**config.mk**
```make
export PLATFORM = sky130hd
export DESIGN_NAME = dual_feedback_bus_scanner_top
export DESIGN_NICKNAME = d
export VERILOG_FILES = /design/src/sv/dfbs_pkg.sv /design/src/sv/dual_feedback_bus_scanner_top.sv /design/src/sv/dfbs_cell.sv /design/src/sv/dfbs_seq.sv
export VERILOG_INCLUDE_DIRS = /design/src /design/src/sv
export SDC_FILE = /design/constraint.sdc
export NUM_CORES = 1
export LEC_CHECK = 0
export BUFFER_PORTS_ARGS = -buffer_cell sky130_fd_sc_hd__buf_2
export CORE_MARGIN = 4
export CORE_UTILIZATION = 60
export DETAILED_ROUTE_END_ITERATION = 8
export HOLD_SLACK_MARGIN = 0.05
export PLACE_DENSITY_LB_ADDON = 0.05
export SYNTH_ARGS = -nofsm -noshare
export SYNTH_HDL_FRONTEND = slang
export SYNTH_SLANG_ARGS = --single-unit
```
**constraint.sdc**
```tcl
create_clock -name clk -period 59.5 [get_ports clk]
set_input_delay 2.975 -clock clk [delete_from_list [all_inputs] [get_ports clk]]
set_output_delay 2.975 -clock clk [all_outputs]
set_load 0.02 [all_outputs]
```
**src/sv/dual_feedback_bus_scanner_top_macros.svh**
```systemverilog
// assertion macros for the dual feedback bus scanner
`ifndef DUAL_FEEDBACK_BUS_SCANNER_TOP_MACROS_SVH
`define DUAL_FEEDBACK_BUS_SCANNER_TOP_MACROS_SVH
`ifndef SYNTHESIS
`define DFBS_ASSERT(label, clk, rst_n, prop) \
	label: assert property (@(posedge clk) disable iff (!rst_n) prop) \
		else $error("dfbs assertion failed");
`define DFBS_ASSERT_NEVER(label, clk, rst_n, cond) \
	label: assert property (@(posedge clk) disable iff (!rst_n) !(cond)) \
		else $error("dfbs forbidden condition seen");
`else
`define DFBS_ASSERT(label, clk, rst_n, prop)
`define DFBS_ASSERT_NEVER(label, clk, rst_n, cond)
`endif
`endif

```
**src/sv/dfbs_pkg.sv**
```systemverilog
// shared types and constants of the dual feedback bus scanner
package dfbs_pkg;

	localparam int MAX_MODULES = 64;
	localparam int MODULE_BITS = 8;
	localparam int MB_LOG      = $clog2(MODULE_BITS);
	localparam int MC_W        = 7;
	localparam int ID_W        = 10;
	localparam int ADDR_W      = 3;

	localparam logic REG_MODULE_COUNT = 1'b0;

	typedef struct packed {
		logic left;
		logic right;
	} pair_t;

	typedef struct packed {
		logic  shift;
		pair_t bits;
	} chain_ctl_t;

	typedef struct packed {
		logic            en;
		logic [MC_W-1:0] value;
	} cfg_wr_t;

	typedef struct packed {
		logic            frame_done;
		logic            right_state;
		logic [ID_W-1:0] right_sensor_id;
		logic            right_report;
		logic            left_state;
		logic [ID_W-1:0] left_sensor_id;
		logic            left_report;
		logic            clock_pulse;
		logic            reset_level;
		logic            load_level;
	} res_t;

endpackage

```
**src/sv/dual_feedback_bus_scanner_top.sv**
```systemverilog
// Dual feedback bus scanner: each input transaction is one bus tick and yields exactly one
// result transaction, held in the output register or its skid. One tick is taken every
// cycle while the skid is empty; the rate is set by the combinational compare against the
// head cell of the history chain, which shifts once per read tick. The previous frame's
// bits live in a chain of MAX_MODULES/2*8 cells (256 by default), each holding one
// left/right bit pair; the fresh sample enters at the cell given by the frame length and
// reaches the head exactly one frame later. A two-deep output stage (register plus skid)
// keeps s_tready high while only one result waits. No clearing pass: after reset or a
// module_count write the first frame reports every bit, so untouched cells are never used.
`include "dual_feedback_bus_scanner_top_macros.svh"

module dual_feedback_bus_scanner_top #(
	parameter int MAX_MODULES = dfbs_pkg::MAX_MODULES
) (
	input  logic                          clk,
	input  logic                          arst_n,
	input  logic                          s_tvalid,
	output logic                          s_tready,
	input  logic [7:0]                    s_tdata,  // data_left, data_right, zero fill
	output logic                          m_tvalid,
	input  logic                          m_tready,
	// load_level, reset_level, clock_pulse, left_report, left_sensor_id, left_state,
	// right_report, right_sensor_id, right_state, zero fill
	output logic [31:0]                   m_tdata,
	output logic                          m_tlast,  // frame_done
	input  logic                          psel,
	input  logic                          penable,
	input  logic                          pwrite,
	input  logic [dfbs_pkg::ADDR_W-1:0]   paddr,
	input  logic [31:0]                   pwdata,
	output logic [31:0]                   prdata,
	output logic                          pready
);

	localparam int HIST_DEPTH = MAX_MODULES / 2 * dfbs_pkg::MODULE_BITS;
	localparam int POS_W      = $clog2(HIST_DEPTH);

	dfbs_pkg::cfg_wr_t             cfg;
	dfbs_pkg::chain_ctl_t          chain_ctl;
	dfbs_pkg::res_t                res;
	dfbs_pkg::pair_t               cell_bits [HIST_DEPTH];
	logic [POS_W-1:0]              tail;
	logic [dfbs_pkg::MC_W-1:0]     module_count;
	logic                          acc;
	logic                          take;

	dfbs_pkg::res_t                out_q;
	dfbs_pkg::res_t                skid_q;
	logic                          out_valid_q;
	logic                          skid_valid_q;

	assign pready    = 1'b1;
	assign cfg.en    = psel && penable && pwrite && pready &&
		(paddr[2] == dfbs_pkg::REG_MODULE_COUNT);
	assign cfg.value = pwdata[dfbs_pkg::MC_W-1:0];
	assign prdata    = (paddr[2] == dfbs_pkg::REG_MODULE_COUNT) ?
		{{(32 - dfbs_pkg::MC_W){1'b0}}, module_count} : '0;

	assign s_tready = !skid_valid_q;
	assign acc      = s_tvalid && s_tready;
	assign take     = out_valid_q && m_tready;

	dfbs_seq #(
		.MAX_MODULES(MAX_MODULES)
	) u_seq (
		.clk          (clk),
		.arst_n       (arst_n),
		.cfg          (cfg),
		.acc          (acc),
		.data_left    (s_tdata[0]),
		.data_right   (s_tdata[1]),
		.old_bits     (cell_bits[0]),
		.tail         (tail),
		.chain_ctl    (chain_ctl),
		.res          (res),
		.module_count (module_count)
	);

	for (genvar k = 0; k < HIST_DEPTH; k++) begin : g_cell
		dfbs_pkg::pair_t nbr;
		if (k == HIST_DEPTH - 1) begin : g_end
			assign nbr = chain_ctl.bits;
		end else begin : g_mid
			assign nbr = cell_bits[k + 1];
		end
		dfbs_cell u_cell (
			.clk     (clk),
			.ctl     (chain_ctl),
			.is_tail (tail == POS_W'(k)),
			.nbr     (nbr),
			.held    (cell_bits[k])
		);
	end

	// result register plus skid stage
	always_ff @(posedge clk or negedge arst_n) begin
		if (!arst_n) begin
			out_valid_q  <= 1'b0;
			skid_valid_q <= 1'b0;
		end else if (take) begin
			if (skid_valid_q) begin
				skid_valid_q <= 1'b0;
			end else if (!acc) begin
				out_valid_q <= 1'b0;
			end
		end else if (acc) begin
			if (!out_valid_q) begin
				out_valid_q <= 1'b1;
			end else begin
				skid_valid_q <= 1'b1;
			end
		end
	end

	always_ff @(posedge clk) begin
		if (take) begin
			if (skid_valid_q) begin
				out_q <= skid_q;
			end else if (acc) begin
				out_q <= res;
			end
		end else if (acc) begin
			if (!out_valid_q) begin
				out_q <= res;
			end else begin
				skid_q <= res;
			end
		end
	end

	assign m_tvalid = out_valid_q;
	assign m_tlast  = out_q.frame_done;
	assign m_tdata  = {5'b0, out_q.right_state, out_q.right_sensor_id, out_q.right_report,
		out_q.left_state, out_q.left_sensor_id, out_q.left_report, out_q.clock_pulse,
		out_q.reset_level, out_q.load_level};

	`DFBS_ASSERT(a_skid_behind_out, clk, arst_n, skid_valid_q |-> out_valid_q)
	`DFBS_ASSERT(a_load_no_report, clk, arst_n, (out_valid_q && out_q.load_level) |-> (!out_q.left_report && !out_q.right_report && !out_q.frame_done))
	`DFBS_ASSERT(a_done_has_clock, clk, arst_n, (out_valid_q && out_q.frame_done) |-> out_q.clock_pulse)
	`DFBS_ASSERT_NEVER(a_shift_on_load, clk, arst_n, chain_ctl.shift && res.load_level)

endmodule

```
**src/sv/dfbs_cell.sv**
```systemverilog
// one history cell: holds the previous frame's bit pair for one position
module dfbs_cell (
	input  logic                  clk,
	input  dfbs_pkg::chain_ctl_t  ctl,
	input  logic                  is_tail,
	input  dfbs_pkg::pair_t       nbr,
	output dfbs_pkg::pair_t       held
);

	dfbs_pkg::pair_t held_q;

	// tail cell takes the fresh sample, the others take their neighbour
	always_ff @(posedge clk) begin
		if (ctl.shift) begin
			held_q <= is_tail ? ctl.bits : nbr;
		end
	end

	assign held = held_q;

endmodule

```
**src/sv/dfbs_seq.sv**
```systemverilog
// frame sequencer: config register, scan phase, bit position and report forming
`include "dual_feedback_bus_scanner_top_macros.svh"

module dfbs_seq #(
	parameter int MAX_MODULES = dfbs_pkg::MAX_MODULES
) (
	input  logic                          clk,
	input  logic                          arst_n,
	input  dfbs_pkg::cfg_wr_t             cfg,
	input  logic                          acc,
	input  logic                          data_left,
	input  logic                          data_right,
	input  dfbs_pkg::pair_t               old_bits,
	output logic [$clog2(MAX_MODULES / 2 * dfbs_pkg::MODULE_BITS)-1:0] tail,
	output dfbs_pkg::chain_ctl_t          chain_ctl,
	output dfbs_pkg::res_t                res,
	output logic [dfbs_pkg::MC_W-1:0]     module_count
);

	localparam int HIST_DEPTH = MAX_MODULES / 2 * dfbs_pkg::MODULE_BITS;
	localparam int POS_W      = $clog2(HIST_DEPTH);
	localparam int ID_W       = dfbs_pkg::ID_W;

	typedef enum logic {
		PH_LOAD,
		PH_READ
	} phase_t;

	phase_t                      phase_q;
	logic [POS_W-1:0]            pos_q;
	logic                        primed_q;
	logic [dfbs_pkg::MC_W-1:0]   mc_q;

	logic            cfg_ok;
	logic            running;
	logic            last_pos;
	logic [ID_W-1:0] half;
	logic [ID_W-1:0] half_m1;
	logic [ID_W-1:0] pos_ext;

	assign cfg_ok   = cfg.en && !cfg.value[0] &&
		(cfg.value <= dfbs_pkg::MC_W'(MAX_MODULES));
	assign running  = (mc_q != '0);
	assign half     = ID_W'(mc_q >> 1) << dfbs_pkg::MB_LOG;
	assign half_m1  = half - ID_W'(1);
	assign tail     = half_m1[POS_W-1:0];
	assign last_pos = (pos_q == tail);
	assign pos_ext  = ID_W'(pos_q);

	always_ff @(posedge clk or negedge arst_n) begin
		if (!arst_n) begin
			mc_q     <= dfbs_pkg::MC_W'(64);
			phase_q  <= PH_LOAD;
			pos_q    <= '0;
			primed_q <= 1'b0;
		end else if (cfg_ok) begin
			mc_q     <= cfg.value;
			phase_q  <= PH_LOAD;
			pos_q    <= '0;
			primed_q <= 1'b0;
		end else if (acc && running) begin
			unique case (phase_q)
				PH_LOAD: begin
					phase_q <= PH_READ;
					pos_q   <= '0;
				end
				PH_READ: begin
					if (last_pos) begin
						phase_q  <= PH_LOAD;
						pos_q    <= '0;
						primed_q <= 1'b1;
					end else begin
						pos_q <= pos_q + POS_W'(1);
					end
				end
				default: phase_q <= PH_LOAD;
			endcase
		end
	end

	assign chain_ctl.shift      = acc && running && (phase_q == PH_READ) && !cfg_ok;
	assign chain_ctl.bits.left  = data_left;
	assign chain_ctl.bits.right = data_right;

	always_comb begin
		res = '0;
		if (running) begin
			if (phase_q == PH_LOAD) begin
				res.load_level  = 1'b1;
				res.reset_level = 1'b1;
				res.clock_pulse = 1'b1;
			end else begin
				res.clock_pulse = 1'b1;
				res.frame_done  = last_pos;
				if (!primed_q || (old_bits.left != data_left)) begin
					res.left_report    = 1'b1;
					res.left_sensor_id = pos_ext + ID_W'(1);
					res.left_state     = data_left;
				end
				if (!primed_q || (old_bits.right != data_right)) begin
					res.right_report    = 1'b1;
					res.right_sensor_id = half + pos_ext + ID_W'(1);
					res.right_state     = data_right;
				end
			end
		end
	end

	assign module_count = mc_q;

	`DFBS_ASSERT(a_pos_in_frame, clk, arst_n, running |-> (pos_q <= tail))
	`DFBS_ASSERT(a_count_even, clk, arst_n, 1'b1 |-> (mc_q[0] == 1'b0))
	`DFBS_ASSERT(a_frame_wrap, clk, arst_n, (chain_ctl.shift && last_pos) |=> ((phase_q == PH_LOAD) && (pos_q == '0) && primed_q))
	`DFBS_ASSERT(a_load_to_read, clk, arst_n, (acc && running && (phase_q == PH_LOAD) && !cfg_ok) |=> (phase_q == PH_READ))

endmodule

```
-- After elaboration in Yosys (flattened, before gate mapping)
Index checks and enable logic that the tools add are counted.
- input port bits: 50
- register bits after elaboration: 587
- word-level logic and storage cells: 1121
- output and inout port bits: 68
- reductions and logical operators: 29
- add/sub/neg operators: 5
- magnitude comparators: 1
- bitwise operators: 3
- eq/ne operators: 260
- mux-type cells: 285
- operators with widths (operator ; number):
    $eq 8x8->1 const B ; 127
    $eq 8x7->1 const B ; 64
    $mux 2 ; 256
    $eq 8x6->1 const B ; 32
    $mux 28 ; 6
    $eq 8x5->1 const B ; 16
    $eq 8x4->1 const B ; 8
    $eq 8x3->1 const B ; 4
    $mux 25 ; 1
    $mux 12 ; 2
    $mux 8 ; 3
    $eq 8x2->1 const B ; 2
    $pmux 8 s2 ; 1
    $mux 1 ; 14
    $reduce_and 3->1 ; 4
    $reduce_bool 2->1 ; 6
    $add 10x1->10 const B ; 1
    $add 9x8->10 ; 1
    $logic_and 1x1->1 ; 10
    $add 8x1->9 const B ; 1
    $add 8x1->8 const B ; 1
    $eq 8x1->1 const B ; 1
    $eq 8x8->1 ; 1
    $logic_not 8->1 ; 1
    other kinds (11) ; 20

-- Longest topological paths before layout
Gate-level depths: netlist of the first run.
- depth after elaboration: 8
- depth in mapped cells: 9
- gate-level depth less buffers: 7

-- Modules after synthesis
Synthesis of the first run repeated with hierarchy kept, for this count alone.
- cell total of the unflattened synthesis: 1685
- area, all modules: 26797.0 µm²
- modules (own cells, without submodules) (module ; area each (µm²) ; instances ; cells each ; sequential area each (µm²)):
    dfbs_cell ; 82.6 ; 256 ; 4 ; 60.1
    dual_feedback_bus_scanner_top ; 4187.8 ; 1 ; 491 ; 1731.7
    dfbs_seq ; 1468.9 ; 1 ; 170 ; 426.7

-- Least setup slack after synthesis of the first run
No wires, ideal clock.
- kind: input-to-reg
- start point: input pwdata[3]
- end point: register u_seq.pos_q[3]
- setup slack: 13314 ps
- required time: 59291 ps
- data arrival time: 45978 ps
- path buffers: 0
- cell stages on the path: 5
- path through: or4_1 -> o21ai_0 -> a211oi_1 -> nand2_1 -> o22ai_1
- word-level cells in the longest chain between the ends: 3
- elaborated cells between the ends (all ways): 4
- ends and longest elaborated chain (what ; RTL line ; source):
    start, declared ; dual_feedback_bus_scanner_top.sv:30 ; input logic [31:0] pwdata,
    $le 7x7->1 (*) ; dfbs_seq.sv:42 ; (cfg.value <= dfbs_pkg::MC_W'(MAX_MODULES));
    $logic_and 1x1->1 (*) ; dfbs_seq.sv:41 ; assign cfg_ok = cfg.en && !cfg.value[0] &&
    $mux 8 / $reduce_bool 2->1 (equally long branches) ; -- ;
    end signal, assigned ; dfbs_seq.sv:73 ; pos_q <= pos_q + POS_W'(1);
    end, declared ; dfbs_seq.sv:30 ; logic [POS_W-1:0] pos_q;
Mark *: on every way between the ends. The rest lies on a longest branch, timed or not.
A chain may end at the register's enable or synchronous reset.

-- Final worst setup path of the first run
- start point: input paddr[2] in the netlist's numbering
- end point: output prdata[4]
- word-level cells in the longest chain between the ends: 1
- ends and longest elaborated chain (what ; RTL line ; source):
    start, declared ; dual_feedback_bus_scanner_top.sv:29 ; input logic [dfbs_pkg::ADDR_W-1:0] paddr,
    $mux 7 ; dual_feedback_bus_scanner_top.sv:56 ; assign prdata = (paddr[2] == dfbs_pkg::REG_MODULE_COUNT) ?
    end, declared ; dual_feedback_bus_scanner_top.sv:31 ; output logic [31:0] prdata,
No other way between the ends.

==> impl_results.html, run 1 <==
<table>
<tr><th>Metric</th><th>Value</th></tr>
<tr><th colspan="2">Clocking</th></tr>
<tr><td>Skew-Pair Late Insertion Delay</td><td>0.57 ns</td></tr>
<tr><td>Number of buffers inserted by post-CTS setup repair</td><td>0</td></tr>
<tr><td>Clk slew on worst S/H paths</td><td>approximately 0.060 ns</td></tr>
<tr><td>Cts repair resizes</td><td>0</td></tr>
<tr><td>Number of buffers on the longest clock path</td><td>3</td></tr>
<tr><td>Post-cts hold buffer count</td><td>0</td></tr>
<tr><td>CTS tree</td><td>done</td></tr>
<tr><td>Number of sinks driven by the clock tree</td><td>583</td></tr>
<tr><td>TritonCTS buffer count</td><td>54</td></tr>
<tr><td>H-tree level count</td><td>2</td></tr>
<tr><td>Root buf cell</td><td>sky130_fd_sc_hd__clkbuf_16</td></tr>
<tr><th colspan="2">Critical path</th></tr>
<tr><td>Crit Path Class</td><td>input pin to output port</td></tr>
<tr><td>Cells along the critical path</td><td>buf_2 &gt; nor2b_1 &gt; buf_2</td></tr>
<tr><td>Capture point of the critical path</td><td>prdata[4]</td></tr>
<tr><td>Cell class contributing the biggest share of worst-path delay</td><td>buffers and inverters</td></tr>
<tr><td>Cell type with the highest occurrence count on the critical path</td><td>sky130_fd_sc_hd__buf_2</td></tr>
<tr><td>Critical R2R Launch</td><td>u_seq.module_count[3]</td></tr>
<tr><td>Critical Path RT</td><td>56.53 ns</td></tr>
<tr><td>Cell at the slowest stage of the critical path</td><td>sky130_fd_sc_hd__nor2b_1</td></tr>
<tr><td>Arr. time, crit path</td><td>roughly 3.6 ns</td></tr>
<tr><td>Kind of capture point of the worst setup path</td><td>output port</td></tr>
<tr><td>Register-to-register setup slack</td><td>between 50 and 60 ns</td></tr>
<tr><td>FF-to-FF path depth</td><td>6</td></tr>
<tr><td>Critical path depth in cells</td><td>3</td></tr>
<tr><td>Worst path buffer plus inverter count</td><td>2</td></tr>
<tr><td>Maximum fanout along the worst path</td><td>8</td></tr>
<tr><td>CP Launch Type</td><td>input pin</td></tr>
<tr><td>Delay of the slowest cell on the worst path</td><td>roughly 0.21 ns</td></tr>
<tr><td>Reg-to-reg critical path endpoint</td><td>g_cell[217].u_cell.held[1]</td></tr>
<tr><td>Critical path origin</td><td>paddr[2]</td></tr>
<tr><th colspan="2">Power</th></tr>
<tr><td>Peak VDD IR</td><td>0.0385 mV</td></tr>
<tr><td>Static leakage power</td><td>between 0.007 and 0.008 µW</td></tr>
<tr><td>Power per cell area</td><td>around 48 mW/mm²</td></tr>
<tr><th colspan="2">GRT</th></tr>
<tr><td>Largest net degree at the start of global routing</td><td>between 200 and 250</td></tr>
<tr><td>Via count of the first global-routing pass</td><td>just under 8,000</td></tr>
<tr><td>Total Routing Usage GR</td><td>16.0%</td></tr>
<tr><td>Total congestion overflow</td><td>0</td></tr>
<tr><td>Global routing usage on met1</td><td>a little over a quarter</td></tr>
<tr><td>Peak-usage layer in the global routing report</td><td>met1</td></tr>
<tr><td>Wire length of the first global-routing pass</td><td>roughly 45,000 µm</td></tr>
<tr><td>Antenna violations before repair</td><td>0</td></tr>
<tr><td>Fraction of met3 tracks used by global routing</td><td>under 10%</td></tr>
<tr><td>Met2 track demand over resource in global routing</td><td>between 20% and 30%</td></tr>
<tr><th colspan="2">Drt</th></tr>
<tr><td>Routed WL</td><td>between 20,000 and 30,000 µm</td></tr>
<tr><td>Vias</td><td>just over 8,000</td></tr>
<tr><td>Drt drc</td><td>0</td></tr>
<tr><td>Number of routed nets with antenna violations</td><td>0</td></tr>
<tr><td>DR iter-0 viols</td><td>approximately 620</td></tr>
<tr><td>First-pass iteration count of the detailed router</td><td>5</td></tr>
<tr><td>Average wire length per cell after detail routing</td><td>~18 µm</td></tr>
<tr><td>Via density per instance</td><td>around 5.3</td></tr>
<tr><th colspan="2">Logic synthesis</th></tr>
<tr><td>Cells after Synth</td><td>roughly 960</td></tr>
<tr><td>Number of synthesized flops with an enable pin</td><td>about 560</td></tr>
<tr><td>Area contributors post-synth</td><td>sky130_fd_sc_hd__edfxtp_1 (84%), sky130_fd_sc_hd__mux2_2 (4.1%), sky130_fd_sc_hd__dfrtp_1 (2.2%), sky130_fd_sc_hd__buf_4 (1.2%), sky130_fd_sc_hd__nand2_1 (1.1%)</td></tr>
<tr><td>Fraction of post-synthesis cell area in the top cell type by area</td><td>84.3%</td></tr>
<tr><td>Post-synth ARST share</td><td>under 10%</td></tr>
<tr><td>Register bit total from synthesis</td><td>583</td></tr>
<tr><td>Sequential fraction of the synthesis area</td><td>86.7%</td></tr>
<tr><td>Post-Synthesis Mean Instance Area</td><td>between 20 and 25 µm²</td></tr>
<tr><td>Cell area after synthesis</td><td>~0.02 mm²</td></tr>
<tr><td>Unique masters post-synth</td><td>slightly above 60</td></tr>
<tr><td>Largest area contributor in the synthesized netlist</td><td>sky130_fd_sc_hd__edfxtp_1</td></tr>
<tr><td>Primary flip-flop cell chosen by synthesis mapping</td><td>sky130_fd_sc_hd__edfxtp_1</td></tr>
<tr><td>Yosys Warn Count</td><td>0</td></tr>
<tr><th colspan="2">STA</th></tr>
<tr><td>Clock skew after layout</td><td>~0.017 ns</td></tr>
<tr><td>Max-Slew Margin vs Limit</td><td>a little over a fifth</td></tr>
<tr><td>Final number of max-transition violations</td><td>0</td></tr>
<tr><td># setup viols final</td><td>0</td></tr>
<tr><td>Post-route worst hold slack</td><td>a little over 0.4 ns</td></tr>
<tr><td>Sum of negative setup slack</td><td>0 ns</td></tr>
<tr><td>Final Hold Violating Endpoints</td><td>0</td></tr>
<tr><td>Portion of the clock cycle consumed by the worst path in the final layout</td><td>11.0%</td></tr>
<tr><td>Maximum clock frequency</td><td>~0.15 GHz</td></tr>
<tr><td>Period minus WS final</td><td>6.54 ns</td></tr>
<tr><td>Measured slew at the worst slew-check pin</td><td>around 1.2 ns</td></tr>
<tr><td>Unrepaired setup endpoints after global routing</td><td>false</td></tr>
<tr><th colspan="2">Placement</th></tr>
<tr><td>RD Place Congestion</td><td>0.804</td></tr>
<tr><td>Final HPWL DP</td><td>around 16,000 µm</td></tr>
<tr><td>Count of input and output buffers</td><td>52</td></tr>
<tr><th colspan="2">Layout</th></tr>
<tr><td>Layout-stage area growth over the synthesis result</td><td>12.5%</td></tr>
<tr><td>Layout cell share with drive strength beyond 1</td><td>roughly a fifth</td></tr>
<tr><td>Number of antenna repair diodes</td><td>0</td></tr>
<tr><td>Layout Nets</td><td>1,111</td></tr>
<tr><th colspan="2">Die</th></tr>
<tr><td>Die span in x</td><td>roughly 190 µm</td></tr>
<tr><td>Core ar.</td><td>between 0.03 and 0.04 mm²</td></tr>
<tr><td>Effective utilization at floorplan</td><td>61.3%</td></tr>
<tr><td>Die Area</td><td>about 0.036 mm²</td></tr>
<tr><td>Placement row count</td><td>66</td></tr>
<tr><td>Number of top-level pins</td><td>118</td></tr>
<tr><td>Height of the die</td><td>around 190 µm</td></tr>
<tr><th colspan="2">Flow run</th></tr>
<tr><td>Number of maximum-capacitance violations</td><td>0</td></tr>
<tr><th colspan="2">Outcome</th></tr>
<tr><td>Status</td><td>finished, final reports clean</td></tr>
<tr><th colspan="2">Min path</th></tr>
<tr><td>Hold Path Class</td><td>flip-flop to flip-flop</td></tr>
</table>
## Yosys cell counts, types with 11 or more instances
library cell,count
sky130_fd_sc_hd__nor2_1,31
sky130_fd_sc_hd__nor3_1,11
sky130_fd_sc_hd__edfxtp_1,564
sky130_fd_sc_hd__mux2_2,73
sky130_fd_sc_hd__buf_4,33
sky130_fd_sc_hd__dfrtp_1,18
sky130_fd_sc_hd__a21oi_1,11
sky130_fd_sc_hd__clkbuf_1,16
sky130_fd_sc_hd__nand2_1,57
sky130_fd_sc_hd__o31ai_1,15
sky130_fd_sc_hd__o21ai_0,12
## metal layers
metal / vias to the layer above / share of wire (%) / wire (µm)
met5: - / 0 / 0
met4: 0 / 1.9 / 527
met1: 4087 / 50 / 14200
met2: 180 / 44 / 12400
li1: 3865 / - / -
met3: 44 / 4.5 / 1280
## worst min path at each step
stage,from,to,depth (start not counted)
CTS,g_cell[213].u_cell.held[0],g_cell[212].u_cell.held[0],0
global placement,g_cell[20].u_cell.held[0],g_cell[19].u_cell.held[0],0
finish,g_cell[213].u_cell.held[0],g_cell[212].u_cell.held[0],0
detailed placement,g_cell[105].u_cell.held[1],g_cell[104].u_cell.held[1],0
global route,g_cell[213].u_cell.held[0],g_cell[212].u_cell.held[0],0
floorplan,g_cell[1].u_cell.held[0],g_cell[0].u_cell.held[0],0
## registers in the layout, indices dropped and copies added (netlist names), 7 cells and up
name and cells:
u_seq.pos_q 8, g_cell.u_cell.held 512, u_seq.module_count 7, m_tdata 25, skid_q 26
## per-stage QoR
step / instances / util, % / cell area (µm²) / total power, µW / setup slack (ns)
after floorplan: 993 / - / 20200 / 829 / 13.31
after detailed placement: 1440 / 63.3 / 20700 / 747 / 52.68
final: 1542 / 68.9 / 22600 / 1090 / 52.96
after CTS: 1542 / 68.9 / 22600 / 1100 / 52.92
after global routing: 1542 / 68.9 / 22600 / 1140 / 52.91
after global placement: 1440 / 63.3 / 20700 / 742 / 52.76
## cell usage in the layout, fill, tap and decap left out, drive strengths merged, types with 18 or more instances in the layout
| cell | instances |
|---|---|
| clkinv | 27 |
| conb | 32 |
| clkbuf | 61 |
| dfrtp | 18 |
| mux2 | 74 |
| buf | 59 |
| nand2 | 57 |
| nor2 | 32 |
| edfxtp | 564 |
## cell type report
| class | instances | area [µm²] |
|---|---|---|
| flip-flops and latches | 583 | 17400 |
| fillers | 2103 | 10200 |
| multi-input cells | 344 | 2410 |
| clock buffers | 61 | 1400 |
| well taps | 442 | 553 |
| clock inverters | 41 | 443 |
| repair buffers | 59 | 325 |
| inverters | 12 | 45.0 |
## report_power, final
| part | switching (µW) | internal, µW |
|---|---|---|
| clock | 142 | 209 |
| combinational | 96.3 | 32.8 |
| sequential | 26.2 | 582 |
| total | 265 | 823 |
## cell families after synthesis
family	count (synthesis)	synth area share [%]
mux	77	4.32
other cells	2	0.0374
fa+ha+maj	7	0.436
simple gates	146	3.59
xor+xnor	18	0.785
flops	583	86.7
compound gates	64	2.19
buf+inv	66	1.94
No activity file was read; power rests on OpenSTA's default activity.
==> inputs of run 2 (changes only) <==
--- a/config.mk
+++ b/config.mk
@@ -6,9 +6,10 @@
 export SDC_FILE = /design/constraint.sdc
 export NUM_CORES = 1
 export LEC_CHECK = 0
+export ABC_AREA = 1
 export BUFFER_PORTS_ARGS = -buffer_cell sky130_fd_sc_hd__buf_2
 export CORE_MARGIN = 4
-export CORE_UTILIZATION = 60
+export CORE_UTILIZATION = 54
 export DETAILED_ROUTE_END_ITERATION = 8
 export HOLD_SLACK_MARGIN = 0.05
 export PLACE_DENSITY_LB_ADDON = 0.05
==> constraint.sdc (replaced) <==
create_clock -name clk -period 5.59 [get_ports clk]
set_input_delay 0.2795 -clock clk [delete_from_list [all_inputs] [get_ports clk]]
set_output_delay 0.2795 -clock clk [all_outputs]
set_load 0.02 [all_outputs]
==> impl_results.html, run 2 <==
<table>
<tr><th>Metric</th><th>Value</th></tr>
<tr><th colspan="2">Layout</th></tr>
<tr><td>Layout-stage area growth over the synthesis result</td><td>13.3% (was 12.5%)</td></tr>
<tr><td>Most common library cell in the layout ignoring fill and taps</td><td>sky130_fd_sc_hd__edfxtp_1 (unchanged)</td></tr>
<tr><td>Highest-count cells in the layout ignoring fill and taps</td><td>sky130_fd_sc_hd__edfxtp_1 (564), sky130_fd_sc_hd__nand2_1 (229), sky130_fd_sc_hd__o21ai_0 (72) (was sky130_fd_sc_hd__edfxtp_1 (564), sky130_fd_sc_hd__mux2_2 (73), sky130_fd_sc_hd__nand2_1 (57))</td></tr>
<tr><td>Layout Nets</td><td>1,296 (was 1,111)</td></tr>
<tr><td>Number of antenna repair diodes</td><td>0 (unchanged)</td></tr>
<tr><td>Flip-flop count of the largest register, all copies and words added</td><td>512 (unchanged)</td></tr>
<tr><td>Final non-filler cell total</td><td>1,751 (was 1,542)</td></tr>
<tr><td>Fill cell count</td><td>2,624 (was 2,103)</td></tr>
<tr><td>Layout cell share with drive strength beyond 1</td><td>14.3% (was 21.1%)</td></tr>
<tr><th colspan="2">STA</th></tr>
<tr><td>Final number of max-transition violations</td><td>0 (unchanged)</td></tr>
<tr><td>Max-Slew Margin vs Limit</td><td>21.8% (was 21.6%)</td></tr>
<tr><td>Maximum clock frequency</td><td>approximately 0.33 GHz</td></tr>
<tr><td>Final Hold Violating Endpoints</td><td>0 (unchanged)</td></tr>
<tr><td>Period minus WS final</td><td>3.04 ns</td></tr>
<tr><td>Clock skew after layout</td><td>0.00871 ns (was 0.0169 ns)</td></tr>
<tr><td>Unrepaired setup endpoints after global routing</td><td>false (unchanged)</td></tr>
<tr><td>Measured slew at the worst slew-check pin</td><td>1.17 ns (was 1.18 ns)</td></tr>
<tr><td>Portion of the clock cycle consumed by the worst path in the final layout</td><td>a little over half</td></tr>
<tr><td>Sum of negative setup slack</td><td>0 ns (unchanged)</td></tr>
<tr><td># setup viols final</td><td>0 (unchanged)</td></tr>
<tr><th colspan="2">Critical path</th></tr>
<tr><td>CP Launch Type</td><td>flip-flop (was input pin)</td></tr>
<tr><td>Kind of capture point of the worst setup path</td><td>flip-flop (was output port)</td></tr>
<tr><td>Register-to-register setup slack</td><td>2.55 ns (was 55.17 ns)</td></tr>
<tr><td>Maximum fanout along the worst path</td><td>162 (was 8)</td></tr>
<tr><td>Critical R2R Launch</td><td>u_seq.module_count[1] (was u_seq.module_count[3])</td></tr>
<tr><td>Critical path origin</td><td>u_seq.module_count[1] (was paddr[2])</td></tr>
<tr><td>Crit Path Class</td><td>flip-flop to flip-flop (was input pin to output port)</td></tr>
<tr><td>Delay of the slowest cell on the worst path</td><td>0.73 ns (was 0.21 ns)</td></tr>
<tr><td>Critical Path RT</td><td>5.80 ns (was 56.53 ns)</td></tr>
<tr><td>Cell type with the highest occurrence count on the critical path</td><td>sky130_fd_sc_hd__nor2_4 (was sky130_fd_sc_hd__buf_2)</td></tr>
<tr><td>Arr. time, crit path</td><td>3.25 ns (was 3.56 ns)</td></tr>
<tr><td>Cell at the slowest stage of the critical path</td><td>sky130_fd_sc_hd__nor2_4 (was sky130_fd_sc_hd__nor2b_1)</td></tr>
<tr><td>Cells along the critical path</td><td>inv_2 &gt; nand2_2 &gt; nor2_4 &gt; nor3_2 &gt; inv_1 &gt; nor2_4 &gt; buf_12 (was buf_2 &gt; nor2b_1 &gt; buf_2)</td></tr>
<tr><th colspan="2">Logic synthesis</th></tr>
<tr><td>Top post-synthesis cells by count</td><td>sky130_fd_sc_hd__edfxtp_1 (564), sky130_fd_sc_hd__nand2_1 (229), sky130_fd_sc_hd__o21ai_0 (72) (was sky130_fd_sc_hd__edfxtp_1 (564), sky130_fd_sc_hd__mux2_2 (73), sky130_fd_sc_hd__nand2_1 (57))</td></tr>
<tr><td>Cell area after synthesis</td><td>0.0200 mm² (was 0.0201 mm²)</td></tr>
<tr><td>Number of synthesized flops with an enable pin</td><td>564 (unchanged)</td></tr>
<tr><td>Post-synth ARST share</td><td>3.26% (unchanged)</td></tr>
<tr><td>Largest area contributor in the synthesized netlist</td><td>sky130_fd_sc_hd__edfxtp_1 (unchanged)</td></tr>
<tr><td>Yosys Warn Count</td><td>0 (unchanged)</td></tr>
<tr><td>Post-Synthesis Mean Instance Area</td><td>17.8 µm² (was 20.9 µm²)</td></tr>
<tr><td>Register bit total from synthesis</td><td>583 (unchanged)</td></tr>
<tr><td>Fraction of post-synthesis cell area in the top cell type by area</td><td>84.7% (was 84.3%)</td></tr>
<tr><td>Unique masters post-synth</td><td>37 (was 62)</td></tr>
<tr><td>Primary flip-flop cell chosen by synthesis mapping</td><td>sky130_fd_sc_hd__edfxtp_1 (unchanged)</td></tr>
<tr><td>Cells after Synth</td><td>1,126 (was 963)</td></tr>
<tr><td>Sequential fraction of the synthesis area</td><td>87.0% (was 86.7%)</td></tr>
<tr><td>Area contributors post-synth</td><td>sky130_fd_sc_hd__edfxtp_1 (85%), sky130_fd_sc_hd__nand2_1 (4.3%), sky130_fd_sc_hd__dfrtp_1 (2.3%), sky130_fd_sc_hd__o21ai_0 (1.8%), sky130_fd_sc_hd__buf_4 (1.3%) (was sky130_fd_sc_hd__edfxtp_1 (84%), sky130_fd_sc_hd__mux2_2 (4.1%), sky130_fd_sc_hd__dfrtp_1 (2.2%), sky130_fd_sc_hd__buf_4 (1.2%), sky130_fd_sc_hd__nand2_1 (1.1%))</td></tr>
<tr><td>Most frequent cell after synthesis</td><td>sky130_fd_sc_hd__edfxtp_1 (unchanged)</td></tr>
<tr><th colspan="2">Min path</th></tr>
<tr><td>Start point of the worst min-delay path</td><td>s_tvalid (was g_cell[213].u_cell.held[0])</td></tr>
<tr><td>Hold Path Class</td><td>input pin to flip-flop (was flip-flop to flip-flop)</td></tr>
<tr><th colspan="2">GRT</th></tr>
<tr><td>Total Routing Usage GR</td><td>15.1% (was 16.0%)</td></tr>
<tr><td>Largest net degree at the start of global routing</td><td>163 (was 212)</td></tr>
<tr><td>Wire length of the first global-routing pass</td><td>47,700 µm (was 44,800 µm)</td></tr>
<tr><td>Total congestion overflow</td><td>0 (unchanged)</td></tr>
<tr><td>Antenna violations before repair</td><td>0 (unchanged)</td></tr>
<tr><td>Via count of the first global-routing pass</td><td>8,488 (was 7,808)</td></tr>
<tr><th colspan="2">Drt</th></tr>
<tr><td>Routed WL</td><td>30,000 µm (was 28,500 µm)</td></tr>
<tr><td>First-pass iteration count of the detailed router</td><td>5 (unchanged)</td></tr>
<tr><td>DR iter-0 viols</td><td>583 (was 622)</td></tr>
<tr><td>Average wire length per cell after detail routing</td><td>17.1 µm (was 18.5 µm)</td></tr>
<tr><td>Vias</td><td>8,863 (was 8,176)</td></tr>
<tr><td>Via density per instance</td><td>5.06 (was 5.30)</td></tr>
<tr><td>Drt drc</td><td>0 (unchanged)</td></tr>
<tr><td>Number of routed nets with antenna violations</td><td>0 (unchanged)</td></tr>
<tr><th colspan="2">Placement</th></tr>
<tr><td>Count of input and output buffers</td><td>52 (unchanged)</td></tr>
<tr><td>RD Place Congestion</td><td>0.805 (was 0.804)</td></tr>
<tr><td>Cell total after placement</td><td>1,638 (was 1,440)</td></tr>
<tr><td>Final HPWL DP</td><td>16,800 µm (was 15,900 µm)</td></tr>
<tr><th colspan="2">Clocking</th></tr>
<tr><td>H-tree level count</td><td>2 (unchanged)</td></tr>
<tr><td>Skew-Pair Late Insertion Delay</td><td>0.59 ns (was 0.57 ns)</td></tr>
<tr><td>CTS tree</td><td>done (unchanged)</td></tr>
<tr><td>TritonCTS buffer count</td><td>56 (was 54)</td></tr>
<tr><td>Number of sinks driven by the clock tree</td><td>583 (unchanged)</td></tr>
<tr><td>Cts repair resizes</td><td>0 (unchanged)</td></tr>
<tr><td>Post-cts hold buffer count</td><td>11 (was 0)</td></tr>
<tr><td>Clk slew on worst S/H paths</td><td>0.06 ns (about the same)</td></tr>
<tr><td>Number of buffers on the longest clock path</td><td>3 (unchanged)</td></tr>
<tr><td>Root buf cell</td><td>sky130_fd_sc_hd__clkbuf_16 (unchanged)</td></tr>
<tr><td>Number of buffers inserted by post-CTS setup repair</td><td>0 (unchanged)</td></tr>
<tr><th colspan="2">Flow run</th></tr>
<tr><td>Number of maximum-capacitance violations</td><td>0 (unchanged)</td></tr>
<tr><th colspan="2">Power</th></tr>
<tr><td>Static leakage power</td><td>0.00820 µW (was 0.00764 µW)</td></tr>
<tr><td>Power per cell area</td><td>515 mW/mm² (was 48.2 mW/mm²)</td></tr>
<tr><td>Peak VDD IR</td><td>0.364 mV (was 0.0385 mV)</td></tr>
<tr><th colspan="2">Die</th></tr>
<tr><td>Effective utilization at floorplan</td><td>54.6% (was 61.3%)</td></tr>
<tr><td>Placement row count</td><td>70 (was 66)</td></tr>
<tr><td>Die Area</td><td>0.0402 mm² (was 0.0365 mm²)</td></tr>
<tr><td>Die span in x</td><td>200 µm (was 191 µm)</td></tr>
<tr><td>Core ar.</td><td>0.0366 mm² (was 0.0328 mm²)</td></tr>
<tr><td>Height of the die</td><td>200 µm (was 191 µm)</td></tr>
<tr><td>Number of top-level pins</td><td>118 (unchanged)</td></tr>
<tr><th colspan="2">Outcome</th></tr>
<tr><td>Status</td><td>finished, final reports clean (unchanged)</td></tr>
</table>
==> run 2: cell types whose count changed after synthesis, moves of 10 or more <==
cell,delta
sky130_fd_sc_hd__nor2_2,+15
sky130_fd_sc_hd__mux2_2,-73
sky130_fd_sc_hd__nor2b_1,-10
sky130_fd_sc_hd__nand3_1,+15
sky130_fd_sc_hd__o21ai_0,+60
sky130_fd_sc_hd__nand2_1,+172
sky130_fd_sc_hd__inv_1,+42
sky130_fd_sc_hd__o31ai_1,-15
sky130_fd_sc_hd__nor3_1,-10
==> run 2: logic make-up after synthesis <==
family	after synthesis	synth area share (%)
fa+ha+maj	7	0.438
other cells	2	0.0375
buf+inv	105	2.66
xor+xnor	5	0.219
compound gates	94	2.43
simple gates	330	7.18
flops	583	87.0
==> run 2: power breakdown <==
| group | switching [µW] | internal, µW | leakage [µW] |
|---|---|---|---|
| clock network | 1530 | 2100 | 0.000875 |
| logic | 1080 | 331 | 0.00173 |
| registers | 307 | 6320 | 0.00559 |
==> run 2: per-layer routing <==
layer	part of all wire, %	global-route usage, %	vias to the layer above
met5	0	0	-
met4	2.3	5.19	0
li1	-	-	4255
met3	4.5	2.97	47
met1	49	23.7	4369
met2	44	21.4	192
==> run 2: critical path: cells and delay by family, from the launching register on <==
family | cells | cell delay, ns
simple gates | 4 | 1.11
buf+inv | 3 | 0.91
flops | 1 | 0.48
==> run 2: layout make-up <==
cell class,instances,area (µm²),share of cell area [%]
repair buffers,73,495,2.19
clock inverters,35,317,1.40
clock buffers,67,1460,6.46
flip-flops and latches,583,17400,76.8
well taps,468,586,2.58
multi-input cells,468,2180,9.62
inverters,57,214,0.944
==> run 2: path summary, 6_finish.rpt <==
check / depth (start not counted) / endpoint
min: 3 / skid_valid_q
min reg2reg: 0 / g_cell[21].u_cell.held[1]
max: 7 / g_cell[213].u_cell.held[0]
min in group asynchronous: 2 / u_seq.pos_q[3]
max reg2reg: 7 / g_cell[213].u_cell.held[0]
max in group asynchronous: 2 / u_seq.module_count[6]
==> run 2: metrics by stage <==
step | instance area, µm² | power (µW) | hold WS [ns] | worst slack [ns] | utilization, %
after floorplan | 20100 | 7780 | -0.0161 | -3.40 | -
after global placement | 20800 | 8100 | 0.272 | 2.60 | 56.8
after detailed placement | 20800 | 8140 | 0.277 | 2.57 | 56.8
after CTS | 22700 | 11800 | 0.0726 | 2.57 | 61.9
after global routing | 22700 | 12300 | 0.109 | 2.39 | 61.9
final | 22700 | 11700 | 0.108 | 2.55 | 61.9
